==> src/smb_pkg.sv <==
// Shared types and constants for the selective receive mailbox.
package smb_pkg;

  localparam int QUEUE_DEPTH   = 16;
  localparam int MAX_SELECTORS = 4;
  localparam int SEL_FIELDS    = 4;
  localparam int SEL_LIM       = (MAX_SELECTORS < SEL_FIELDS) ? MAX_SELECTORS : SEL_FIELDS;
  localparam int ADDR_W        = $clog2(QUEUE_DEPTH);
  localparam int CNT_W         = $clog2(QUEUE_DEPTH + 1);

  localparam logic [1:0] KIND_ADD   = 2'd0;
  localparam logic [1:0] KIND_GET   = 2'd1;
  localparam logic [1:0] KIND_CLEAR = 2'd2;

  localparam logic [2:0] STAT_ADDED   = 3'd0;
  localparam logic [2:0] STAT_FULL    = 3'd1;
  localparam logic [2:0] STAT_FOUND   = 3'd2;
  localparam logic [2:0] STAT_NOMATCH = 3'd3;
  localparam logic [2:0] STAT_CLEARED = 3'd4;

  localparam logic [4:0] CAP_RESET = 5'd16;

  typedef enum logic [1:0] {
    ST_IDLE,
    ST_SCAN,
    ST_SHIFT,
    ST_RESP
  } state_t;

  typedef struct packed {
    logic [15:0] ref_id;
    logic [15:0] sender;
    logic [31:0] signal;
  } entry_t;

  typedef struct packed {
    logic [1:0]  kind;
    logic [15:0] entry_ref;
    logic [15:0] entry_sender;
    logic [31:0] entry_signal;
    logic        match_sender;
    logic [15:0] wanted_sender;
    logic [2:0]  sel_count;
    logic [31:0] sel_id0;
    logic [31:0] sel_id1;
    logic [31:0] sel_id2;
    logic [31:0] sel_id3;
  } in_item_t;

  typedef struct packed {
    logic [2:0]  status;
    logic [15:0] found_ref;
    logic [15:0] found_sender;
    logic [31:0] found_signal;
    logic [4:0]  occupancy;
  } out_item_t;

endpackage

==> src/smb_if.sv <==
// Valid/ready channel interfaces for mailbox requests and responses.
interface smb_in_if;
  logic               valid;
  logic               ready;
  smb_pkg::in_item_t  data;

  modport source (output valid, output data, input ready);
  modport sink (input valid, input data, output ready);
endinterface

interface smb_out_if;
  logic               valid;
  logic               ready;
  smb_pkg::out_item_t data;

  modport source (output valid, output data, input ready);
  modport sink (input valid, input data, output ready);
endinterface

==> src/smb_match.sv <==
// Entry filter compare: sender filter and wanted signal id set.
module smb_match (
  input  smb_pkg::entry_t   entry,
  input  smb_pkg::in_item_t item,
  output logic              hit
);

  logic [31:0] sel [smb_pkg::SEL_FIELDS];
  logic [2:0]  n;
  logic        sig_hit;
  logic        snd_ok;

  always_comb begin
    sel[0] = item.sel_id0;
    sel[1] = item.sel_id1;
    sel[2] = item.sel_id2;
    sel[3] = item.sel_id3;
    n = (item.sel_count > 3'(smb_pkg::SEL_LIM)) ? 3'(smb_pkg::SEL_LIM) : item.sel_count;
    sig_hit = 1'b0;
    for (int k = 0; k < smb_pkg::SEL_FIELDS; k++) begin
      if ((3'(k) < n) && (entry.signal == sel[k])) begin
        sig_hit = 1'b1;
      end
    end
    snd_ok = !item.match_sender || (entry.sender == item.wanted_sender);
    hit = snd_ok && ((n == 3'd0) || sig_hit);
  end

endmodule

==> src/selective_receive_mailbox_unit.sv <==
// Top level of the selective receive mailbox: entry store, scan and compaction sequencer.
//
//   channel | dir | payload                                   | handshake
//   req     | in  | kind, entry, sender filter, signal id set | valid/ready
//   rsp     | out | status, found entry, occupancy            | valid/ready
//   cfg     | in  | capacity_limit                            | cfg_we only
//
// Add, clear and unused kinds go from accept straight to the response state and load the response there.
// A get reads one entry a cycle; with no match it loads a NOMATCH response, and on a hit it
// loads the response after the entries above the hit shift down one place to close the gap.
// rst clears occupancy and the response valid flag, and sets capacity to 16.
// req is taken only when the sequencer is idle; a held response blocks only the next load.
module selective_receive_mailbox_unit (
  input  logic            clk,
  input  logic            rst,
  input  logic            cfg_we,
  input  logic [4:0]      cfg_data,
  smb_in_if.sink          req,
  smb_out_if.source       rsp
);

  smb_pkg::state_t    state, state_next;
  smb_pkg::in_item_t  item, item_next;
  smb_pkg::entry_t    found, found_next;
  smb_pkg::entry_t    rd_data;
  smb_pkg::out_item_t out_data, out_data_next;
  smb_pkg::entry_t    mem [smb_pkg::QUEUE_DEPTH];

  logic [smb_pkg::CNT_W-1:0]  count, count_next;
  logic [smb_pkg::CNT_W-1:0]  ptr, ptr_next;
  logic [smb_pkg::ADDR_W-1:0] hit_addr, hit_addr_next;
  logic [smb_pkg::ADDR_W-1:0] wptr, wptr_next;
  logic [4:0]                 cap, cap_next;
  logic [2:0]                 get_stat, get_stat_next;
  logic                       pend, pend_next;
  logic                       out_valid, out_valid_next;
  logic                       out_free;
  logic                       hit;
  logic                       mem_we;
  logic [smb_pkg::ADDR_W-1:0] mem_wa;
  smb_pkg::entry_t            mem_wd;
  logic                       rd_en;
  logic [smb_pkg::ADDR_W-1:0] rd_addr;

  smb_match u_match (
    .entry (rd_data),
    .item  (item),
    .hit   (hit)
  );

  assign req.ready = (state == smb_pkg::ST_IDLE);
  assign rsp.valid = out_valid;
  assign rsp.data  = out_data;
  assign out_free  = !out_valid || rsp.ready;

  always_comb begin
    state_next     = state;
    item_next      = item;
    found_next     = found;
    count_next     = count;
    ptr_next       = ptr;
    hit_addr_next  = hit_addr;
    wptr_next      = wptr;
    get_stat_next  = get_stat;
    pend_next      = pend;
    cap_next       = cfg_we ? cfg_data : cap;
    out_valid_next = out_valid && !rsp.ready;
    out_data_next  = out_data;
    mem_we         = 1'b0;
    mem_wa         = count[smb_pkg::ADDR_W-1:0];
    mem_wd         = '{ref_id: item.entry_ref, sender: item.entry_sender,
                       signal: item.entry_signal};
    rd_en          = 1'b0;
    rd_addr        = ptr[smb_pkg::ADDR_W-1:0];

    unique case (state)
      smb_pkg::ST_IDLE: begin
        if (req.valid) begin
          item_next  = req.data;
          ptr_next   = '0;
          pend_next  = 1'b0;
          state_next = (req.data.kind == smb_pkg::KIND_GET) ? smb_pkg::ST_SCAN
                                                             : smb_pkg::ST_RESP;
        end
      end
      smb_pkg::ST_SCAN: begin
        if (pend && hit) begin
          found_next = rd_data;
          wptr_next  = hit_addr;
          ptr_next   = smb_pkg::CNT_W'({1'b0, hit_addr}) + smb_pkg::CNT_W'(1);
          pend_next  = 1'b0;
          state_next = smb_pkg::ST_SHIFT;
        end else if (ptr < count) begin
          rd_en         = 1'b1;
          hit_addr_next = ptr[smb_pkg::ADDR_W-1:0];
          ptr_next      = ptr + smb_pkg::CNT_W'(1);
          pend_next     = 1'b1;
        end else begin
          get_stat_next = smb_pkg::STAT_NOMATCH;
          state_next    = smb_pkg::ST_RESP;
        end
      end
      smb_pkg::ST_SHIFT: begin
        if (pend) begin
          mem_we    = 1'b1;
          mem_wa    = wptr;
          mem_wd    = rd_data;
          wptr_next = wptr + smb_pkg::ADDR_W'(1);
        end
        if (ptr < count) begin
          rd_en     = 1'b1;
          ptr_next  = ptr + smb_pkg::CNT_W'(1);
          pend_next = 1'b1;
        end else begin
          pend_next = 1'b0;
          if (!pend) begin
            count_next    = count - smb_pkg::CNT_W'(1);
            get_stat_next = smb_pkg::STAT_FOUND;
            state_next    = smb_pkg::ST_RESP;
          end
        end
      end
      smb_pkg::ST_RESP: begin
        if (out_free) begin
          out_valid_next              = 1'b1;
          out_data_next.found_ref     = '0;
          out_data_next.found_sender  = '0;
          out_data_next.found_signal  = '0;
          out_data_next.status        = smb_pkg::STAT_NOMATCH;
          out_data_next.occupancy     = count;
          state_next                  = smb_pkg::ST_IDLE;
          case (item.kind)
            smb_pkg::KIND_ADD: begin
              if ((count < smb_pkg::CNT_W'(cap)) &&
                  (count < smb_pkg::CNT_W'(smb_pkg::QUEUE_DEPTH))) begin
                mem_we                  = 1'b1;
                count_next              = count + smb_pkg::CNT_W'(1);
                out_data_next.status    = smb_pkg::STAT_ADDED;
                out_data_next.occupancy = count + smb_pkg::CNT_W'(1);
              end else begin
                out_data_next.status    = smb_pkg::STAT_FULL;
              end
            end
            smb_pkg::KIND_GET: begin
              out_data_next.status = get_stat;
              if (get_stat == smb_pkg::STAT_FOUND) begin
                out_data_next.found_ref    = found.ref_id;
                out_data_next.found_sender = found.sender;
                out_data_next.found_signal = found.signal;
              end
            end
            smb_pkg::KIND_CLEAR: begin
              count_next              = '0;
              out_data_next.status    = smb_pkg::STAT_CLEARED;
              out_data_next.occupancy = '0;
            end
            default: begin
              out_data_next.status = smb_pkg::STAT_NOMATCH;
            end
          endcase
        end
      end
      default: begin
        state_next = smb_pkg::ST_IDLE;
      end
    endcase
  end

  always_ff @(posedge clk) begin
    if (rst) begin
      state     <= smb_pkg::ST_IDLE;
      count     <= '0;
      cap       <= smb_pkg::CAP_RESET;
      pend      <= 1'b0;
      out_valid <= 1'b0;
    end else begin
      state     <= state_next;
      count     <= count_next;
      cap       <= cap_next;
      pend      <= pend_next;
      out_valid <= out_valid_next;
    end
  end

  always_ff @(posedge clk) begin
    item     <= item_next;
    found    <= found_next;
    ptr      <= ptr_next;
    hit_addr <= hit_addr_next;
    wptr     <= wptr_next;
    get_stat <= get_stat_next;
    out_data <= out_data_next;
  end

  always_ff @(posedge clk) begin
    if (mem_we) begin
      mem[mem_wa] <= mem_wd;
    end
  end

  always_ff @(posedge clk) begin
    if (rd_en) begin
      rd_data <= mem[rd_addr];
    end
  end

endmodule
==> src/flat_wrapper.sv <==
// flat-port wrapper written by rule: the top's interface ports become plain ports
module selective_receive_mailbox_unit_flat 
  (clk, rst, cfg_we, cfg_data, req_valid, req_data, req_ready, rsp_valid, rsp_data, rsp_ready);
  smb_in_if req_i ();
  smb_out_if rsp_i ();
  input  logic clk;
  input  logic rst;
  input  logic cfg_we;
  input  logic [4:0] cfg_data;
  input wire logic [$bits(req_i.valid)-1:0] req_valid;
  input wire logic [$bits(req_i.data)-1:0] req_data;
  output wire logic [$bits(req_i.ready)-1:0] req_ready;
  output wire logic [$bits(rsp_i.valid)-1:0] rsp_valid;
  output wire logic [$bits(rsp_i.data)-1:0] rsp_data;
  input wire logic [$bits(rsp_i.ready)-1:0] rsp_ready;
  assign req_i.valid = req_valid;
  assign req_i.data = req_data;
  assign req_ready = req_i.ready;
  assign rsp_valid = rsp_i.valid;
  assign rsp_data = rsp_i.data;
  assign rsp_i.ready = rsp_ready;
  selective_receive_mailbox_unit u_core (.clk(clk), .rst(rst), .cfg_we(cfg_we), .cfg_data(cfg_data), .req(req_i), .rsp(rsp_i));
endmodule
==> config.mk <==
export PLATFORM = sky130hd
export DESIGN_NAME = selective_receive_mailbox_unit_flat
export DESIGN_NICKNAME = d
export VERILOG_FILES = /design/src/smb_pkg.sv /design/src/smb_if.sv /design/src/smb_match.sv /design/src/selective_receive_mailbox_unit.sv /design/src/flat_wrapper.sv
export SDC_FILE = /design/constraint.sdc
export NUM_CORES = 1
export LEC_CHECK = 0
export BUFFER_PORTS_ARGS = -buffer_cell sky130_fd_sc_hd__buf_2
export CAP_MARGIN = 10
export CORE_ASPECT_RATIO = 1.1
export CORE_UTILIZATION = 55
export DETAILED_ROUTE_END_ITERATION = 6
export PLACE_DENSITY = 0.76
export SLEW_MARGIN = 20
export SYNTH_ARGS = -nofsm -noshare
export SYNTH_HDL_FRONTEND = slang
export SYNTH_HIERARCHICAL = 1
export SYNTH_SLANG_ARGS = --single-unit
export TNS_END_PERCENT = 1
==> constraint.sdc <==
create_clock -name clk -period 6.29 [get_ports clk]
set_clock_uncertainty 0.1 [all_clocks]
set_input_delay 1.258 -clock clk [delete_from_list [all_inputs] [get_ports clk]]
set_output_delay 1.258 -clock clk [all_outputs]
set_load 0.02 [all_outputs]
Yosys cells after proc, flatten, opt, wreduce, memory -nomap -nowiden --
Memory sizes are Yosys's and may differ from the RTL's. A register that Yosys moved wholly into a read port is not among the register bits. Cells that the tools add are included.
Storage, ports and cells: flip-flop bits (word level) 380, RAM bits 1024, input bits 224, word-level logic and storage cells 149, memories kept 1
Cells by class: add/subtract/negate cells 5, magnitude comparators 8, eq/ne operators 22, muxes and demuxes 53, bitwise operators 1, reduce and logical (&&, ||, !) cells 31
Memories:
- u_core.mem | words 16, width 64, rd ports 1, clocked after memory_dff 1, write ports 1, RTL line selective_receive_mailbox_unit.sv:27 | smb_pkg::entry_t mem [smb_pkg::QUEUE_DEPTH];
Operators with widths (number):
- 32-bit equality test | 4
- 64-bit two-way mux | 2
- 5-bit two-way mux | 7
- 5-bit case mux with 2 select lines | 2
- 1-bit two-way mux | 18
- 16-bit equality test | 1
- 4-bit two-way mux | 4
- 3-bit two-way mux | 5
- 5-bit case mux with 3 select lines | 1
- 2-bit two-way mux | 7
- 5-bit by 1-bit adder with 5-bit output (second input constant) | 2
- 5-bit less-than comparator | 2
- 2-bit inequality test (second input constant) | 5
- 2-bit AND reduction | 5
- 5-bit AND reduction | 2
- 3-bit case mux with 3 select lines | 1
- 3-bit AND reduction | 3
- 1-bit logical AND | 8
- 2-bit case mux with 4 select lines | 1
- 4-bit case mux with 2 select lines | 1
- 2-bit by 1-bit equality test with 1-bit output (second input constant) | 3
- 2-bit equality test (second input constant) | 3
- 1-bit by 3-bit less-than comparator with 1-bit output (first input constant) | 2
- 2-bit by 3-bit less-than comparator with 1-bit output (first input constant) | 2
- other kinds (20) | 29

Depth between registers and ports, before layout --
Gate-level depths: netlist of the first run.
word-level depth 13, depth in mapped cells 10, gate-level depth less buffers 10

Hierarchy --
The synthesis of the first run kept the hierarchy.
By module, submodules not included:
- selective_receive_mailbox_unit | times used 1, cells each 2371, area each 54249.5 um^2, seq. area each 43882.1 um^2
- smb_match | times used 1, cells each 200, area each 1602.8 um^2, seq. area each 0.0 um^2

Worst setup path after synthesis of the first run --
Ideal clock, no wire load.
kind input to register, start point input port req_valid, end point register u_core/item[0] (netlist name), arrival time 6.078 ns, data required time 5.590 ns, slack -0.488 ns, stages on the path 1, buffers on the path 0, cells stage by stage and2_1
On the way: cells in the longest elaborated chain, start to end 1
Ends and longest elaborated chain:
- start: declaration | RTL line flat_wrapper.sv:10 | input wire logic [$bits(req_i.valid)-1:0] req_valid;
- 2-bit AND reduction (no source line)
No other way between the ends. A chain may end at the register's enable or synchronous reset.

Worst setup path in the final report of the first run --
start point register u_core/rd_data[3] (netlist name), end point register u_core/rd_data[29] (netlist name)
On the way: cells in the longest elaborated chain, start to end 11
Ends and longest elaborated chain:
- 32-bit equality test | RTL line smb_match.sv:21 | if ((3'(k) < n) && (entry.signal == sel[k])) begin
- 1-bit logical AND | RTL line smb_match.sv:21
- 1-bit two-way mux (3 in series) | RTL line smb_match.sv:21
- 1-bit two-way mux (*) | RTL line smb_match.sv:21
- 1-bit logical OR (*) | RTL line smb_match.sv:26 | hit = snd_ok && ((n == 3'd0) || sig_hit);
- 1-bit logical AND (*) | RTL line smb_match.sv:26
- net u_core.hit | RTL line selective_receive_mailbox_unit.sv:38 | logic hit;
- 1-bit logical AND (*) | RTL line selective_receive_mailbox_unit.sv:87 | if (pend && hit) begin
- 1-bit two-way mux (*) | RTL line selective_receive_mailbox_unit.sv:87
- 1-bit case mux with 2 select lines (*) | RTL line selective_receive_mailbox_unit.sv:76 | unique case (state)
- net u_core.rd_en | RTL line selective_receive_mailbox_unit.sv:42 | logic rd_en;
Mark *: on every way through the listed nets, which the timed path passes. The rest lies on a longest branch.

==> impl_metrics.csv, run 1 <==
group,metric,value,unit
run_status,outcome,"complete, no violations",
logic_synthesis,ys_seq_area_share,78.6,%
global_routing,track_usage,26.9,%
logic_synthesis,synth_common_cells,"edfxtp_1, mux4_2, nand2_1, xnor2_1, and2_1",
pwr,pwr-share-seq,47.5,%
setup_path,critPathRequiredTime,6.63,ns
setup_path,worst-setup-path-type,"flip-flop to flip-flop",
final_layout,nFillCells,6456,
detailed_routing,dr.pass1.iters,5,
setup_path,crit_buf_inv,1,
final_layout,drive_gt1_share,29.6,%
timing,setup_violations,0,
setup_path,cpLargestDelayFamily,"simple AND/OR/NAND/NOR gates",
setup_path,crit_start,"u_core/rd_data[3]",
floorplan,row_count,122,
detailed_routing,routed_wl,136000,µm
pwr,switching_power,7.19,mW
cts,clk_transition_reported_paths,0.07,ns
logic_synthesis,synth_area_per_cell,21.7,µm²
logic_synthesis,yosys-top-cells-area,"edfxtp_1, mux4_2, nand2_1, xnor2_1, xor2_1",
pwr,leakage,20.8,nW
place,hpwl,75700,µm
timing,fin_setup_tns,0,ns
pwr,power.density,410,nW/µm²
global_routing,grt_max_degree,158,
place,dp.cells,4119,
final_layout,final_util,63.5,%
cts,clock-sinks,1466,
timing,hold_viol_final,0,
floorplan,ioPinCount,298,
detailed_routing,postRouteAntennaNets,0,
cts,cts_tree,"done",
flow_run,drv_cap,0,
setup_path,worstPathMaxFanout,32,
setup_path,cpMaxStageDelayCell,"nor4_1",
pwr,p_sw_share,27.4,%
timing,rsz0062_at_grt,"false",
pwr,ir_drop,0.291,mV
timing,fmax,191,MHz
cts,postCtsSetupBuffers,0,
global_routing,grt_pass1_vias,28300,
logic_synthesis,synthArstFlopShare,0,%
cts,clkLatencyLatePin,0.77,ns
global_routing,gr-total-overflow,0,
pwr,p_int,19.0,mW
cts,cts_hold_buffers,0,
cts,htree_levels,4,
detailed_routing,wl_per_cell,31.0,µm
pwr,pwr-share-comb,20.2,%
detailed_routing,drtIter0Drc,3504,
final_layout,regArea,43900,µm²
timing,drv_slew,0,
cts,clk_path_buf_depth,3,
logic_synthesis,synthAdderAreaFrac,0.381,%
logic_synthesis,synth_top_area_cell,"edfxtp_1",
timing,hold_ws,0.365,ns
setup_path,slowest_delay,0.80,ns
final_layout,finalNonFillerCells,4377,
final_layout,area_growth,14.3,%
floorplan,die_width,306,µm
logic_synthesis,synth_edf_count,1452,
setup_path,path_cells,"xor2_1 > nor4_1 > nand4_1 > or4_1 > a41oi_1 > nand2_1 > and2_1 > o21ai_0 > nor2_4 > buf_4",
logic_synthesis,synthCells,2571,
logic_synthesis,synth-main-ff-cell,"edfxtp_1",
detailed_routing,drc_errors,0,
logic_synthesis,synth-xor-area-share,2.40,%
timing,finalCritPeriodShare,83.0,%
pwr,pwr-share-clk,32.3,%
floorplan,fp.dieH,336,µm
logic_synthesis,ys_types,53,
floorplan,initial_core_util,55.5,%
floorplan,die_area,103000,µm²
timing,slew_headroom,26.4,%
setup_path,cp-start-kind,"flip-flop",
logic_synthesis,synth_area,55900,µm²
global_routing,grt_pass1_wl,196000,µm
logic_synthesis,synth_top_family_by_area,"multiplexers",
logic_synthesis,muxShareOfSynthArea,13.1,%
detailed_routing,via_count,27500,
place,io_buffers,297,
min_path,hp-start,"u_core/rd_data[54]",
place,gp_congestion,0.927,
timing,min_period,5.22,ns
min_path,hold_class,"flip-flop to flip-flop",
floorplan,core-area,101000,µm²
setup_path,crit_arrival,5.56,ns
timing,worstMarginPinSlew,1.10,ns
setup_path,worstSetupEndpointType,"flip-flop",
logic_synthesis,synth_warnings,6,
logic_synthesis,syn_nets,2812,
final_layout,finalNetCount,3204,
setup_path,r2r-start,"u_core/rd_data[3]",
logic_synthesis,synthSimpleGateAreaFrac,3.34,%
global_routing,antenna_found_initial,3,
logic_synthesis,synth_most_common_cell,"edfxtp_1",
place,pre_cts_ws,1.18,ns
detailed_routing,routed_via_density,6.28,
timing,postLayoutSetupSlackWorst,1.07,ns
cts,cts_root_buf,"clkbuf_16",
cts,cts_buffers,143,
logic_synthesis,synth-seq-cells,1466,
final_layout,multi_input_area,11400,µm²
logic_synthesis,synth_compound_area_share,0.995,%
logic_synthesis,synth.top_cell.area_share,78.1,%
cts,ctsResizeCount,0,
==> through the flow <==
step           power [mW]  instance area, µm²
5_1_grt              27.1               63900
3_5_place_dp         17.9               59200
2_1_floorplan        16.3               55900
3_3_place_gp         17.7               59200
6_report             26.2               63900
4_1_cts              26.3               63800
==> worst register-to-register path, stage by stage (launching register included) <==
cell and delay (ns):
edfxtp_1 0.60, xor2_1 0.25, nor4_1 0.80, nand4_1 0.16
or4_1 0.55, a41oi_1 0.68, nand2_1 0.17, and2_1 0.25
o21ai_0 0.67, nor2_4 0.28, buf_4 0.37
==> cell type report <==
class | instances | share of cell area, %
Timing Repair Buffer | 353 | 3.42
Clock buffer | 166 | 5.77
Inverter | 20 | 0.120
Tap cell | 1302 | 2.55
Clock inverter | 90 | 1.49
Multi-Input combinational cell | 979 | 17.9
Sequential cell | 1466 | 68.7
Antenna cell | 1 | 0.00392
==> per-layer routing <==
metal  wire [µm]  up-vias  GRT usage, %
met5           0        -             0
met4        4120        0          9.57
met3       11800      249          4.75
met2       68200     1612          44.5
met1       51600    14400          36.5
li1            -    11300             -
==> cell families after synthesis <==
family          count (synthesis)
mux                           331
compound gates                 79
simple gates                  399
fa+ha+maj                      17
xor+xnor                      153
buf+inv                       126
flops                        1466
==> power groups by stage <==
stage                     sequential, mW  combinational [mW]  clock, mW
after floorplan                     12.5                3.89          0
after global placement              12.6                5.11          0
after detailed placement            12.6                5.24          0
after CTS                           12.4                5.32       8.59
after global routing                12.5                5.64       8.94
final                               12.4                5.28       8.46
==> state kept, by name, summed over array words and instances, names as in the netlist <==
register and count:
u_core/rsp.valid 1, u_core/rsp.data 72, u_core/mem 1024, u_core/state 2
u_core/rd_data 64, u_core/pend 1, u_core/cap 5, u_core/item 214
u_core/hit_addr 4, u_core/count 5, u_core/found 64, u_core/ptr 5
u_core/wptr 4, u_core/get_stat 1
==> layout by cell type, fill, tap and decap left out, types with 6 or more instances in the layout <==
cell type   count
edfxtp_1     1452
mux4_2        320
buf_2         297
nand2_1       205
clkbuf_16     144
xnor2_1        88
and2_1         67
xor2_1         65
buf_4          34
clkinv_1       28
clkinv_2       24
clkbuf_1       22
buf_12         22
nor2_1         21
nand4_1        21
inv_1          18
nor2_4         17
ha_1           17
nor4_1         16
nor3_1         15
a21oi_1        14
nand3_1        14
dfxtp_1        14
bufinv_16      12
clkinvlp_4     10
o21ai_0        10
o22ai_1         9
mux2i_1         8
clkinv_8        6
nor2b_1         6
a211oi_1        6
==> final timing paths <==
path / end / slack, ns / cells past startpoint
max reg2reg: u_core/rd_data[29] / 1.07 / 10
min reg2reg: u_core/found[54] / 0.37 / 0
min: u_core/found[54] / 0.37 / 0
max: u_core/rd_data[29] / 1.07 / 10
Note: power is estimated with default switching activity, not from simulation.
==> inputs of run 2 (changes only) <==
--- a/config.mk
+++ b/config.mk
@@ -8,9 +8,9 @@
 export BUFFER_PORTS_ARGS = -buffer_cell sky130_fd_sc_hd__buf_2
 export CAP_MARGIN = 10
 export CORE_ASPECT_RATIO = 1.1
-export CORE_UTILIZATION = 55
+export CORE_UTILIZATION = 56
 export DETAILED_ROUTE_END_ITERATION = 6
-export PLACE_DENSITY = 0.76
+export PLACE_DENSITY = 0.74
 export SLEW_MARGIN = 20
 export SYNTH_ARGS = -nofsm -noshare
 export SYNTH_HDL_FRONTEND = slang
==> constraint.sdc (replaced) <==
create_clock -name clk -period 5.22 [get_ports clk]
set_clock_uncertainty 0.1 [all_clocks]
set_input_delay 1.044 -clock clk [delete_from_list [all_inputs] [get_ports clk]]
set_output_delay 1.044 -clock clk [all_outputs]
set_load 0.02 [all_outputs]
==> run 2 against run 1 <==
Compared with the run above: clock power rose by 19%; maximum frequency rose by 27%; die area fell by 1.8%; first-iteration DRC count fell by 17%; clock-buffer cell count rose by 12; register-to-register slack improved by 0.03 ns; via count fell by 0.60%; cell count did not move; wire length fell by 2.1%; sequential power rose by 21%; critical endpoint is now u_core/found[26]; largest power group unchanged.
==> impl_metrics.csv, run 2 (synthesis gave the netlist of run 1 again) <==
group,metric,value,unit
place,dpl-instance-area,59400,µm²
final_layout,drive_gt1_share,29.4,%
timing,worstMarginPinSlew,1.09,ns
global_routing,grt_pass1_wl,192000,µm
setup_path,worstPathMaxFanout,33,
cts,cts_hold_buffers,0,
place,gp_congestion,0.941,
timing,rsz0062_at_grt,"false",
cts,cts_root_buf,"clkbuf_16",
detailed_routing,via_count,27300,
pwr,power.density,493,nW/µm²
cts,clock-sinks,1466,
final_layout,largest_reg_flops,1024,
cts,postCtsSetupBuffers,0,
setup_path,timing.critical_path.mode_cell,"buf_4",
timing,drv_slew,0,
pwr,pwr-share-seq,47.5,%
detailed_routing,routed_via_density,6.24,
final_layout,finalNetCount,3212,
detailed_routing,wl_per_cell,30.3,µm
cts,ctsResizeCount,0,
setup_path,cp_num_cells,8,
global_routing,grt_pass1_vias,27800,
detailed_routing,postRouteAntennaNets,0,
global_routing,grt_max_degree,119,
final_layout,multi_input_area,11400,µm²
run_status,outcome,"complete, no violations",
setup_path,cpMaxStageDelayCell,"nor4_1",
timing,hold_ws,0.339,ns
place,hpwl,77800,µm
final_layout,final_cell_mix,"edfxtp_1, mux4_2, buf_2",
setup_path,worst-setup-path-type,"flip-flop to flip-flop",
final_layout,nFillCells,6380,
timing,slew_headroom,27.4,%
floorplan,row_count,121,
min_path,min_delay_path_depth,1,
min_path,hold_class,"input port to flip-flop",
setup_path,crit_arrival,4.41,ns
setup_path,crit_buf_inv,2,
setup_path,path_cells,"xor2_1 > nor4_1 > nand4_1 > or4_1 > a41oi_1 > buf_4 > and3_4 > buf_4",
global_routing,antenna_found_initial,6,
final_layout,largest-register,"u_core/mem",
timing,finalCritPeriodShare,78.9,%
pwr,p_total,31.6,mW
final_layout,final_area,64100,µm²
pwr,leakage,20.8,nW
setup_path,cp-start-kind,"flip-flop",
pwr,ir_drop,0.555,mV
detailed_routing,drtIter0Drc,2893,
cts,cts_buffers,144,
cts,clk_transition_reported_paths,0.06,ns
global_routing,gr-total-overflow,0,
timing,min_period,4.12,ns
floorplan,fp.dieH,333,µm
setup_path,worstSetupEndpointType,"flip-flop",
floorplan,die_width,303,µm
cts,clk_path_buf_depth,3,
place,io_buffers,297,
pwr,p_int,22.8,mW
pwr,pwr-share-clk,31.9,%
pwr,p_sw_share,27.7,%
cts,cts_tree,"done",
pwr,pwr-share-comb,20.6,%
timing,fmax,243,MHz
floorplan,core-area,98900,µm²
floorplan,ioPinCount,298,
setup_path,slowest_delay,0.62,ns
cts,clkLatencyLatePin,0.78,ns
detailed_routing,dr.pass1.iters,7,
detailed_routing,routed_wl,133000,µm
setup_path,r2r_cells,8,
timing,setup_violations,0,
timing,hold_viol_final,0,
setup_path,cpLargestDelayFamily,"simple AND/OR/NAND/NOR gates",
pwr,switching_power,8.77,mW
place,pre_cts_ws,1.13,ns
cts,htree_levels,4,
final_layout,regArea,43900,µm²
timing,postLayoutSetupSlackWorst,1.10,ns
final_layout,mostFrequentLayoutCell,"edfxtp_1",
floorplan,die_area,101000,µm²
final_layout,area_growth,14.8,%
flow_run,drv_cap,0,
setup_path,critPathRequiredTime,5.51,ns
global_routing,track_usage,26.8,%
floorplan,initial_core_util,56.5,%
detailed_routing,drc_errors,0,
[run 2: worst paths after layout]
kind                      start  slack [ns]                to
max           u_core/rd_data[3]        1.10  u_core/found[26]
min               req_data[154]        0.34  u_core/item[154]
max reg2reg   u_core/rd_data[3]        1.10  u_core/found[26]
min reg2reg  u_core/rd_data[57]        0.36  u_core/found[57]
[run 2: metal layers]
layer	global-route usage, %	share of wire (%)
met1	36.6	39
met2	44.3	50
met3	4.34	7.7
met4	8.81	2.9
met5	0	0.0053
[run 2: power by group through the flow]
stage	sequential, mW	clock [mW]	combinational (mW)
finish	15.0	10.1	6.52
global route	15.0	10.7	6.93
CTS	15.0	10.2	6.54
detailed placement	15.2	0	6.48
global placement	15.2	0	6.37
floorplan	15.0	0	4.69
[run 2: per-stage QoR]
stage	util, %	instances	setup TNS, ns
final	64.8	4377	0
after detailed placement	60.1	4115	0
after global placement	60.1	4115	0
after CTS	64.8	4372	0
after floorplan	-	2571	-1.09
after global routing	64.8	4375	0
[run 2: cell type report]
cell class | count | area share (%)
clock inverters | 79 | 1.38
diodes | 4 | 0.0156
multi-input cells | 979 | 17.9
clock buffers | 178 | 5.82
well taps | 1291 | 2.52
inverters | 20 | 0.119
repair buffers | 360 | 3.83
flip-flops and latches | 1466 | 68.5
